## src/hw/rtl/assert_macros.svh

```systemverilog
// Assertion helpers shared by every file that checks its own logic.
`ifndef ASSERT_MACROS_SVH
`define ASSERT_MACROS_SVH

// Check an overlapping implication on every rising edge outside reset.
`define ASSERT_IMPLIES(label, clk, rst, cond, prop) \
   label: assert property (@(posedge clk) disable iff (rst) (cond) |-> (prop)) \
      else $error("assertion failed");

// Check that a condition leads to a property in the following cycle.
`define ASSERT_NEXT(label, clk, rst, cond, prop) \
   label: assert property (@(posedge clk) disable iff (rst) (cond) |=> (prop)) \
      else $error("assertion failed");

`endif

```

## src/hw/rtl/tlut_pkg.sv

```systemverilog
package tlut_pkg;

   localparam int ADC_W     = 12;
   localparam int TEMP_W    = 15;
   localparam int ROM_ROWS  = 34;
   localparam int ROM_IDX_W = 6;
   localparam int DEN_W     = 8;   // widest breakpoint gap is 220
   localparam int DY_W      = 9;   // temperature step per row
   localparam int NUM_W     = DEN_W + DY_W;
   localparam int CNT_W     = $clog2(NUM_W);

   localparam int TEMP_BASE = -2500;
   localparam int TEMP_STEP = 500;

   typedef enum logic [2:0] {
      ST_IDLE,
      ST_CLASSIFY,
      ST_SEARCH,
      ST_MULT,
      ST_DIVIDE,
      ST_WRITE
   } state_type;

   typedef enum logic [1:0] {
      RES_INTERP,
      RES_COLD,
      RES_SHORT
   } result_sel_type;

   typedef struct packed {
      logic           load;
      logic           step;
      logic           mult;
      logic           divide;
      logic           write_rsp;
      result_sel_type sel;
   } cmd_type;

   typedef struct packed {
      logic below_last;
      logic above_first;
      logic hit;
      logic div_last;
      logic rsp_free;
   } status_type;

   // Falling ADC breakpoints, coldest row first.
   function automatic logic [ADC_W-1:0] rom_adc(input logic [ROM_IDX_W-1:0] idx);
      logic [ADC_W-1:0] v;
      case (idx)
         6'd0:  v = 12'd4088;  6'd1:  v = 12'd3974;  6'd2:  v = 12'd3841;
         6'd3:  v = 12'd3687;  6'd4:  v = 12'd3515;  6'd5:  v = 12'd3326;
         6'd6:  v = 12'd3122;  6'd7:  v = 12'd2908;  6'd8:  v = 12'd2689;
         6'd9:  v = 12'd2469;  6'd10: v = 12'd2252;  6'd11: v = 12'd2042;
         6'd12: v = 12'd1842;  6'd13: v = 12'd1655;  6'd14: v = 12'd1482;
         6'd15: v = 12'd1323;  6'd16: v = 12'd1179;  6'd17: v = 12'd1049;
         6'd18: v = 12'd933;   6'd19: v = 12'd830;   6'd20: v = 12'd739;
         6'd21: v = 12'd658;   6'd22: v = 12'd586;   6'd23: v = 12'd523;
         6'd24: v = 12'd467;   6'd25: v = 12'd418;   6'd26: v = 12'd375;
         6'd27: v = 12'd337;   6'd28: v = 12'd303;   6'd29: v = 12'd273;
         6'd30: v = 12'd246;   6'd31: v = 12'd223;   6'd32: v = 12'd202;
         6'd33: v = 12'd184;
         default: v = '0;
      endcase
      return v;
   endfunction

   // Row temperatures rise by one step per row from the coldest point.
   function automatic logic signed [TEMP_W-1:0] rom_temp(input logic [ROM_IDX_W-1:0] idx);
      return TEMP_W'(TEMP_BASE + TEMP_STEP * int'(idx));
   endfunction

endpackage

```

## src/hw/rtl/tlut_ctrl.sv

```systemverilog
module tlut_ctrl (
   input  logic                 clock,
   input  logic                 reset,
   input  logic                 req_valid,
   output logic                 req_ready,
   input  tlut_pkg::status_type status,
   output tlut_pkg::cmd_type    cmd
);
   import tlut_pkg::*;

   state_type      state_ff, state_in;
   result_sel_type sel_ff, sel_in;

   always_comb begin
      state_in = state_ff;
      sel_in   = sel_ff;
      case (state_ff)
         ST_IDLE: begin
            if (req_valid) state_in = ST_CLASSIFY;
         end
         ST_CLASSIFY: begin
            if (status.below_last) begin
               sel_in   = RES_SHORT;
               state_in = ST_WRITE;
            end else if (status.above_first) begin
               sel_in   = RES_COLD;
               state_in = ST_WRITE;
            end else begin
               sel_in   = RES_INTERP;
               state_in = ST_SEARCH;
            end
         end
         ST_SEARCH: begin
            if (status.hit) state_in = ST_MULT;
         end
         ST_MULT: state_in = ST_DIVIDE;
         ST_DIVIDE: begin
            if (status.div_last) state_in = ST_WRITE;
         end
         ST_WRITE: begin
            if (status.rsp_free) state_in = ST_IDLE;
         end
         default: state_in = ST_IDLE;
      endcase
   end

   always_comb begin
      cmd           = '0;
      cmd.sel       = sel_ff;
      req_ready     = 1'b0;
      case (state_ff)
         ST_IDLE: begin
            req_ready = 1'b1;
            cmd.load  = req_valid;
         end
         ST_SEARCH: cmd.step      = 1'b1;
         ST_MULT:   cmd.mult      = 1'b1;
         ST_DIVIDE: cmd.divide    = 1'b1;
         ST_WRITE:  cmd.write_rsp = status.rsp_free;
         default: ;
      endcase
   end

   always_ff @(posedge clock) begin
      if (reset) state_ff <= ST_IDLE;
      else       state_ff <= state_in;
      sel_ff <= sel_in;
   end

endmodule

```

## src/hw/rtl/tlut_dpath.sv

```systemverilog
module tlut_dpath #(
   parameter int ROWS = 34
) (
   input  logic                              clock,
   input  logic                              reset,
   input  logic [tlut_pkg::ADC_W-1:0]        req_raw_sample,
   input  tlut_pkg::cmd_type                 cmd,
   output tlut_pkg::status_type              status,
   output logic                              rsp_valid,
   input  logic                              rsp_ready,
   output logic signed [tlut_pkg::TEMP_W-1:0] rsp_temp_centideg,
   output logic                              rsp_temp_valid
);
   import tlut_pkg::*;

   localparam logic [ROM_IDX_W-1:0] LAST_IDX = ROM_IDX_W'(ROWS - 1);

   logic [ADC_W-1:0]         sample_ff, sample_in;
   logic [ROM_IDX_W-1:0]     idx_ff, idx_in;
   logic signed [TEMP_W-1:0] base_ff, base_in;
   logic [DEN_W-1:0]         den_ff, den_in;
   logic [DEN_W-1:0]         rem_ff, rem_in;
   logic [NUM_W-1:0]         quot_ff, quot_in;
   logic [CNT_W-1:0]         cnt_ff, cnt_in;
   logic                     rsp_valid_ff, rsp_valid_in;
   logic signed [TEMP_W-1:0] rsp_temp_ff, rsp_temp_in;
   logic                     rsp_tvalid_ff, rsp_tvalid_in;

   logic [ROM_IDX_W-1:0]     prev_idx;
   logic [ADC_W-1:0]         x0, x1, gap_x;
   logic [TEMP_W-1:0]        dy;
   logic [DEN_W:0]           shifted, trial;
   logic signed [TEMP_W-1:0] interp;

   assign prev_idx = idx_ff - ROM_IDX_W'(1);
   assign x0       = rom_adc(prev_idx);
   assign x1       = rom_adc(idx_ff);
   assign gap_x    = x0 - sample_ff;
   assign dy       = rom_temp(idx_ff) - rom_temp(prev_idx);
   assign shifted  = {rem_ff, quot_ff[NUM_W-1]};
   assign trial    = shifted - {1'b0, den_ff};
   assign interp   = base_ff + $signed({1'b0, quot_ff[TEMP_W-2:0]});

   assign status.below_last  = sample_ff <= rom_adc(LAST_IDX);
   assign status.above_first = sample_ff > rom_adc('0);
   assign status.hit         = sample_ff > x1;
   assign status.div_last    = cnt_ff == CNT_W'(NUM_W - 1);
   assign status.rsp_free    = !rsp_valid_ff || rsp_ready;

   always_comb begin
      sample_in     = sample_ff;
      idx_in        = idx_ff;
      base_in       = base_ff;
      den_in        = den_ff;
      rem_in        = rem_ff;
      quot_in       = quot_ff;
      cnt_in        = cnt_ff;
      rsp_temp_in   = rsp_temp_ff;
      rsp_tvalid_in = rsp_tvalid_ff;
      rsp_valid_in  = rsp_valid_ff && !rsp_ready;

      if (cmd.load) begin
         sample_in = req_raw_sample;
         idx_in    = ROM_IDX_W'(1);
      end
      if (cmd.step && !status.hit) idx_in = idx_ff + ROM_IDX_W'(1);
      if (cmd.mult) begin
         quot_in = gap_x[DEN_W-1:0] * dy[DY_W-1:0];
         den_in  = x0[DEN_W-1:0] - x1[DEN_W-1:0];
         base_in = rom_temp(prev_idx);
         rem_in  = '0;
         cnt_in  = '0;
      end
      if (cmd.divide) begin
         if (!trial[DEN_W]) begin
            rem_in  = trial[DEN_W-1:0];
            quot_in = {quot_ff[NUM_W-2:0], 1'b1};
         end else begin
            rem_in  = shifted[DEN_W-1:0];
            quot_in = {quot_ff[NUM_W-2:0], 1'b0};
         end
         cnt_in = cnt_ff + CNT_W'(1);
      end
      if (cmd.write_rsp) begin
         rsp_valid_in = 1'b1;
         case (cmd.sel)
            RES_SHORT: begin
               rsp_temp_in   = '0;
               rsp_tvalid_in = 1'b0;
            end
            RES_COLD: begin
               rsp_temp_in   = rom_temp('0);
               rsp_tvalid_in = 1'b1;
            end
            default: begin
               rsp_temp_in   = interp;
               rsp_tvalid_in = 1'b1;
            end
         endcase
      end
   end

   always_ff @(posedge clock) begin
      if (reset) rsp_valid_ff <= 1'b0;
      else       rsp_valid_ff <= rsp_valid_in;
      sample_ff     <= sample_in;
      idx_ff        <= idx_in;
      base_ff       <= base_in;
      den_ff        <= den_in;
      rem_ff        <= rem_in;
      quot_ff       <= quot_in;
      cnt_ff        <= cnt_in;
      rsp_temp_ff   <= rsp_temp_in;
      rsp_tvalid_ff <= rsp_tvalid_in;
   end

   assign rsp_valid         = rsp_valid_ff;
   assign rsp_temp_centideg = rsp_temp_ff;
   assign rsp_temp_valid    = rsp_tvalid_ff;

endmodule

```

## src/hw/rtl/thermistor_lut_interpolator_top.sv

```systemverilog
// Flow: a shorted sensor or a sample beyond the coldest point goes from acceptance
// straight to the result write; any other sample scans rows up from row 1, at most to
// the last row in use, then multiplies and divides. Throughput: one transaction at a
// time; the linear row scan and the 17-step restoring divider must finish first.
// Reset: synchronous, active high; idles the controller and drops any pending result.
module thermistor_lut_interpolator_top #(
   parameter int TABLE_ENTRIES = 34
) (
   input  logic                               clock,
   input  logic                               reset,
   input  logic                               req_valid,
   output logic                               req_ready,
   input  logic [tlut_pkg::ADC_W-1:0]         req_raw_sample,
   output logic                               rsp_valid,
   input  logic                               rsp_ready,
   output logic signed [tlut_pkg::TEMP_W-1:0] rsp_temp_centideg,
   output logic                               rsp_temp_valid
);
   import tlut_pkg::*;

   `include "assert_macros.svh"

   // Clamp the rows in use to what the ROM holds, and never fewer than two.
   localparam int ROWS = (TABLE_ENTRIES > ROM_ROWS) ? ROM_ROWS :
                         (TABLE_ENTRIES < 2) ? 2 : TABLE_ENTRIES;

   cmd_type    cmd;
   status_type status;

   // Controller: accept, classify, then write at once or scan rows, multiply, divide and write.
   tlut_ctrl u_ctrl (
      .clock     (clock),
      .reset     (reset),
      .req_valid (req_valid),
      .req_ready (req_ready),
      .status    (status),
      .cmd       (cmd)
   );

   // Datapath: ROM lookups, gap product, bit-serial divider and the output register,
   // which holds a finished result while the next transaction is taken in.
   tlut_dpath #(
      .ROWS (ROWS)
   ) u_dpath (
      .clock             (clock),
      .reset             (reset),
      .req_raw_sample    (req_raw_sample),
      .cmd               (cmd),
      .status            (status),
      .rsp_valid         (rsp_valid),
      .rsp_ready         (rsp_ready),
      .rsp_temp_centideg (rsp_temp_centideg),
      .rsp_temp_valid    (rsp_temp_valid)
   );

   // Once a transaction is taken, hold off the next until this one is written.
   `ASSERT_NEXT(a_busy_after_accept, clock, reset, req_valid && req_ready, !req_ready)
   // Never overwrite a result that is still waiting to be taken.
   `ASSERT_IMPLIES(a_write_free, clock, reset, cmd.write_rsp, status.rsp_free)
   // A shorted sensor reads zero.
   `ASSERT_IMPLIES(a_short_zero, clock, reset, rsp_valid && !rsp_temp_valid,
      rsp_temp_centideg == '0)
   // A valid reading stays within the table's temperature span.
   `ASSERT_IMPLIES(a_temp_span, clock, reset, rsp_valid && rsp_temp_valid,
      (rsp_temp_centideg >= -15'sd2500) && (rsp_temp_centideg <= 15'sd14000))

endmodule
```

## config.mk

```make
export PLATFORM = sky130hd
export DESIGN_NAME = thermistor_lut_interpolator_top
export DESIGN_NICKNAME = d
export VERILOG_FILES = /design/src/hw/rtl/tlut_pkg.sv /design/src/hw/rtl/tlut_ctrl.sv /design/src/hw/rtl/tlut_dpath.sv /design/src/hw/rtl/thermistor_lut_interpolator_top.sv
export VERILOG_INCLUDE_DIRS = /design/src /design/src/hw/rtl
export SDC_FILE = /design/constraint.sdc
export NUM_CORES = 1
export LEC_CHECK = 0
export BUFFER_PORTS_ARGS = -buffer_cell sky130_fd_sc_hd__buf_4
export CORE_MARGIN = 4
export CORE_UTILIZATION = 59
export CTS_BUF_LIST = sky130_fd_sc_hd__clkbuf_16
export DETAILED_ROUTE_END_ITERATION = 10
export GPL_TIMING_DRIVEN = 0
export PLACE_DENSITY_LB_ADDON = 0.05
export SETUP_SLACK_MARGIN = 0.3
export SLEW_MARGIN = 20
export SYNTH_ARGS = -nofsm -noshare
export SYNTH_HDL_FRONTEND = slang
export SYNTH_SLANG_ARGS = --single-unit
```

## constraint.sdc

```tcl
create_clock -name clock -period 15.2 [get_ports clock]
set_clock_uncertainty 0.05 [all_clocks]
set_input_delay 3.04 -clock clock [delete_from_list [all_inputs] [get_ports clock]]
set_output_delay 3.04 -clock clock [all_outputs]
set_load 0.05 [all_outputs]
```

# == After elaboration in Yosys (flattened, before gate mapping) ==
# Memory sizes are Yosys's and may differ from the RTL's. A register that Yosys moved wholly into a read port is not among the register bits.
# Index checks and enable logic that the tools add are counted.
# word_totals
reg_bits,93
mem_bits_ro,1536
inputBits,16
output_inout_bits,18
wordCells,80
memories,2
# op_classes
n_addsub,10
mul,3
n_lt_le_gt_ge,3
eq_ne,12
mux,28
n_reduce_logical,10
# mem_list
memory,depth,width,rd,rd_clocked_by_memory_dff,wr,line,source
(no name shown),64,12,1,1,0,tlut_pkg.sv:50,case (idx)
(no name shown),64,12,1,0,0,tlut_pkg.sv:50,
# op_table
op,count
17-bit two-way mux,2
15-bit case mux with 2 select lines,1
8-bit two-way mux,3
3-bit two-way mux,6
6-bit two-way mux,3
3-bit case mux with 6 select lines,1
8-bit by 9-bit multiplier with 17-bit output,1
8-bit subtractor,2
13-bit by 15-bit adder with 15-bit output (first input constant),1
15-bit adder,1
7-bit by 6-bit multiplier with 13-bit output (first input constant),1
12-bit greater-than comparator,1
12-bit greater-than comparator (second input constant),1
12-bit by 8-bit <= comparator with 1-bit output (second input constant),1
1-bit two-way mux,10
5-bit two-way mux,2
7-bit by 9-bit adder with 9-bit output (first input constant),1
9-bit by 8-bit subtractor with 9-bit output,1
9-bit subtractor,1
7-bit by 6-bit multiplier with 7-bit output (first input constant),1
6-bit by 1-bit adder with 6-bit output (second input constant),1
3-bit by 2-bit == test with 1-bit output (second input constant),2
3-bit == test (second input constant),2
6-bit by 1-bit subtractor with 6-bit output (second input constant),1
13 further kinds,19

# == Longest topological paths before layout ==
# depth
depth_word,7
depth_mapped,37
ltp_nobuf,36

# == Cells and area by module ==
# From an unflattened synthesis, not the netlist that was laid out.
# hier_totals
hier_cells,1110
area_unflattened_um2,10650.2
# by_module_without_submodules
mod,n_inst,cells_per_inst,area_per_inst_um2,seq_area_each_um2
tlut_dpath,1,1077,10351.2,2812.7
tlut_ctrl,1,33,299.0,120.1

# == Worst setup path before layout ==
# OpenSTA, ideal clock, no wires.
# synth_path
path_type,reg-to-reg
start,register u_dpath.idx_ff[0]
end,"register u_dpath.quot_ff[16], data pin"
setup_ps,265
t_arrival_ps,8683
required_ps,14885
setup_slack_ps,6202
stages_incl_launch_ff,34
path_buffers,1
period_less_slack_ps,8998
path_cell_list,edfxtp_1 buf_2 inv_1 ha_1 inv_1 ha_1 inv_1 ha_1 xnor2_1 ha_1 fa_1 ha_1 fa_1 xor2_1 ha_1 xor2_1 xnor2_1 xnor2_1 xnor2_1 xnor2_1 nor2_1 fa_1 fa_1 fa_1 inv_1 fa_1 inv_1 ha_1 nor2_1 a21oi_1 a41o_1 o41ai_1 xnor2_1 o21ai_1
# synth_between
elab_chain_cells,7
elab_cells_between_ends,11
classes_between,add/sub (5); mul (3); mux (2); memory (1)
# synth_lines
item,line,source
"start, declared",tlut_dpath.sv:19,"logic [ROM_IDX_W-1:0] idx_ff, idx_in;"
"start signal, assigned",tlut_dpath.sv:107,idx_ff <= idx_in;
6-bit by 1-bit subtractor with 6-bit output,tlut_dpath.sv:35,assign prev_idx = idx_ff - ROM_IDX_W'(1);
7-bit by 6-bit multiplier with 13-bit output,tlut_pkg.sv:70,return TEMP_W'(TEMP_BASE + TEMP_STEP * int'(idx));
13-bit by 15-bit adder with 15-bit output,n/a,
9-bit subtractor,tlut_dpath.sv:39,assign dy = rom_temp(idx_ff) - rom_temp(prev_idx);
8-bit by 9-bit multiplier with 17-bit output *,tlut_dpath.sv:68,quot_in = gap_x[DEN_W-1:0] * dy[DY_W-1:0];
17-bit two-way mux *,tlut_dpath.sv:67,if (cmd.mult) begin
17-bit two-way mux *,tlut_dpath.sv:74,if (cmd.divide) begin
net u_dpath.quot_in[16],tlut_dpath.sv:23,"logic [NUM_W-1:0] quot_ff, quot_in;"
"end signal, assigned",tlut_dpath.sv:111,quot_ff <= quot_in;
"end, declared",tlut_dpath.sv:23,
# Mark *: on every way through the listed nets, which the timed path passes. The rest lies on a longest branch. The select of a mux whose other input is x is not followed.
# A chain may end at the register's enable or synchronous reset.

# == Worst setup path after layout ==
# layout_path
start,register u_dpath.idx_ff[0]
end,"register u_dpath.quot_ff[15], data pin"
# The elaborated chain is that of the path after synthesis.

==> Implementation_results.wiki <==
{| class="wikitable"
! Metric !! Value
|-
| Result of the run || completed
|-
| Portion of the post-synthesis area used by sequential elements || 0.287
|-
| Data required, critical path || 15.24 ns
|-
| Setup repair after global routing missed its margin || no
|-
| Max Freq || 0.0964 GHz
|-
| Antenna diode count || 0
|-
| HPWL after detailed placement || 17100 µm
|-
| Final total negative setup slack || 0 ns
|-
| Dominant synthesized flop cell || sky130_fd_sc_hd__edfxtp_1
|-
| Clk slew on worst S/H paths || 0.08 ns
|-
| Clock latency on the worst-skew pair || 0.36 ns
|-
| Vertical die dimension || 140 µm
|-
| Drt via density || 5.56
|-
| Nets || 1328
|-
| Number of setup buffers added after CTS || 0
|-
| Most common cell on crit path || sky130_fd_sc_hd__ha_1
|-
| # hold bufs at CTS || 0
|-
| Final Hold Viols || 0
|-
| Final Max Tran Viols || 0
|-
| Chip Width || 140 µm
|-
| Area taken by multi-input logic gates || 6540 µm²
|-
| Aggregate routed wire length || 21000 µm
|-
| Count of mapped cells out of synthesis || 1066
|-
| Arr. time, crit path || 10.41 ns
|-
| # clock sinks || 103
|-
| Slowest cell on the critical path || sky130_fd_sc_hd__edfxtp_1
|-
| Count of max-cap constraint violations || 0
|-
| Clock tree from TritonCTS || done
|-
| Async SR Flop Fraction || 0
|-
| Biggest cell delay along the critical path || 0.57 ns
|-
| Share of post-route cells with drive strength above 1 || 0.0922
|-
| Die Footprint || 19500 µm²
|-
| Number of search-and-repair iterations in the first detailed-routing pass || 5
|-
| Startpoint class of the critical path || flip-flop
|-
| IO Pins || 34
|-
| Area growth from synthesis to layout || 8.79%
|-
| Number of enable flip-flop cells after synthesis || 87
|-
| Avg Synthesized Cell Area || 9.59 µm²
|-
| Final estimated routing congestion in global placement || 0.905
|-
| Seq cells post-synth || 103
|-
| Distinct cells, synth || 73
|-
| Number of global-route vias before repair || 7313
|-
| Worst Max-Slew Pin Slew || 0.958 ns
|-
| Initial Utilization || 0.610
|-
| Critical path fanouts, max || 10
|-
| Area inside the core boundary || 16800 µm²
|-
| Vias after detailed routing || 7435
|-
| Leftover overflow at the end of global routing || 0
|-
| Total of cells resized after clock tree synthesis || 0
|-
| Number of buffers between clock root and the deepest sink || 2
|-
| Clock period minus final worst setup slack || 10.37 ns
|-
| Slew headroom || 0.357
|-
| Count of input and output buffers || 33
|-
| Number of design-rule violations left by the first detailed-router iteration || 386
|-
| Antenna Violating Nets Remaining || 0
|-
| Category of the critical setup timing path || reg -> reg
|-
| Post-route clock period utilization || 0.682
|-
| Synth warnings || 0
|-
| FP Rows || 47
|-
| Number of inserted filler cells in the final layout || 1387
|-
| Min-Delay Path Class || reg -> reg
|-
| Seq. cell area || 2930 µm²
|-
| Remaining design rule violation count || 0
|-
| Post-synth net total || 1282
|-
| CP Capture Type || flip-flop
|-
| Routed wire length per instance || 15.7 µm
|-
| Count of final setup violators || 0
|-
| Combined area of all synthesized cells || 10200 µm²
|-
| Antenna violations before repair || 0
|-
| Clock root cell || sky130_fd_sc_hd__clkbuf_16
|-
| Largest net degree at the start of global routing || 23
|-
| First-pass GRT wire length || 35800 µm
|-
| CTS Buf Count || 9
|-
| Global-route usage over all layers || 0.223
|-
| Number of levels the H-tree was split into || 3
|}
==> metrics by stage <==
step | hold WS [ns] | util | cell area [µm²] | instances | setup slack (ns)
after floorplan | 0.445 | - | 10200 | 1066 | 6.20
after global routing | 0.515 | 0.663 | 11100 | 1337 | 4.13
after CTS | 0.478 | 0.663 | 11100 | 1337 | 4.83
final | 0.471 | 0.663 | 11100 | 1337 | 4.83
after global placement | 0.456 | 0.641 | 10700 | 1319 | 4.97
after detailed placement | 0.462 | 0.645 | 10800 | 1321 | 4.86
==> layer usage <==
metal	track usage	routed length, µm	vias up
met5	0	0	-
met4	0.0551	372	0
met3	0.0292	988	29
met2	0.367	9930	167
met1	0.315	9740	3508
li1	-	-	3731
==> cell families after synthesis <==
logic type,Yosys count,share of synthesized area
AOI/OAI and AO/OA,199,0.135
xor gates and xnor gates,81,0.0709
adders and majority gates,200,0.282
buffers and inverters,192,0.0754
DFF,103,0.287
muxes,25,0.0275
and+or+nand+nor,266,0.122
==> state kept, by name, indices dropped and copies added (netlist names), 5 cells and up <==
| signal | flops |
|---|---|
| u_dpath.idx_ff | 6 |
| u_dpath.x1 | 12 |
| u_dpath.cnt_ff | 5 |
| u_dpath.den_ff | 8 |
| u_dpath.base_ff | 13 |
| u_dpath.rem_ff | 8 |
| u_dpath.sample_ff | 12 |
| u_dpath.quot_ff | 17 |
| u_dpath.rsp_temp_centideg | 15 |
==> worst max-delay path, delay by kind of cell, from the launching register on <==
| kind | cells | cell delay (ns) |
|---|---|---|
| AO/OA/AOI/OAI | 6 | 1.05 |
| XOR/XNOR | 7 | 1.72 |
| adder cells (fa/ha/maj) | 13 | 5.42 |
| buffers and inverters | 6 | 1.13 |
| flip-flops | 1 | 0.57 |
| AND/OR/NAND/NOR | 1 | 0.16 |
==> area by class of cell <==
cell class              instances  area share
well taps                     220      0.0248
flip-flops and latches        103       0.264
clock buffers                   9      0.0203
inverters                     165      0.0557
repair buffers                 35      0.0261
multi-input cells             771       0.588
plain buffers                  27      0.0136
clock inverters                 7     0.00799
==> Yosys cell counts, drive strengths merged, types with 21 or more instances <==
cell type / number / area (µm²)
inv: 165 / 619
ha: 149 / 1860
nor2: 95 / 357
edfxtp: 87 / 2610
nand2: 63 / 239
a21oi: 56 / 314
fa: 51 / 1020
xnor2: 43 / 384
o21ai: 40 / 200
xor2: 38 / 340
a21o: 23 / 173
nor3: 22 / 135
mux2i: 21 / 210
nand2b: 21 / 131
==> cell usage in the layout, fill, tap and decap left out, drive strengths merged, types with 9 or more instances in the layout <==
| cell type | netlist | final |
|---|---|---|
| inv | 165 | 170 |
| ha | 149 | 149 |
| nor2 | 95 | 95 |
| edfxtp | 87 | 87 |
| nand2 | 63 | 63 |
| a21oi | 56 | 56 |
| fa | 51 | 51 |
| buf | 14 | 49 |
| xnor2 | 43 | 43 |
| o21ai | 40 | 40 |
| xor2 | 38 | 38 |
| a21o | 23 | 23 |
| nor3 | 22 | 22 |
| clkbuf | 13 | 22 |
| nand2b | 21 | 21 |
| mux2i | 21 | 21 |
| nand3 | 19 | 19 |
| dfxtp | 16 | 16 |
| nor2b | 14 | 14 |
| o211ai | 9 | 9 |
| or2 | 9 | 9 |
==> final timing paths <==
path	from	endpoint	slack [ns]	cells after the start
min reg2reg	u_dpath.rsp_valid$_SDFF_PP0_	u_dpath.rsp_valid$_SDFF_PP0_	0.47	2
min	u_dpath.rsp_valid$_SDFF_PP0_	u_dpath.rsp_valid$_SDFF_PP0_	0.47	2
max reg2reg	u_dpath.idx_ff[0]$_DFFE_PN_	u_dpath.quot_ff[15]$_DFFE_PP_	4.83	33
max	u_dpath.idx_ff[0]$_DFFE_PN_	u_dpath.quot_ff[15]$_DFFE_PP_	4.83	33
Power is left out: the tool's default activity adds up to more than one toggle a clock period on the data nets, which glitch-free logic cannot reach.
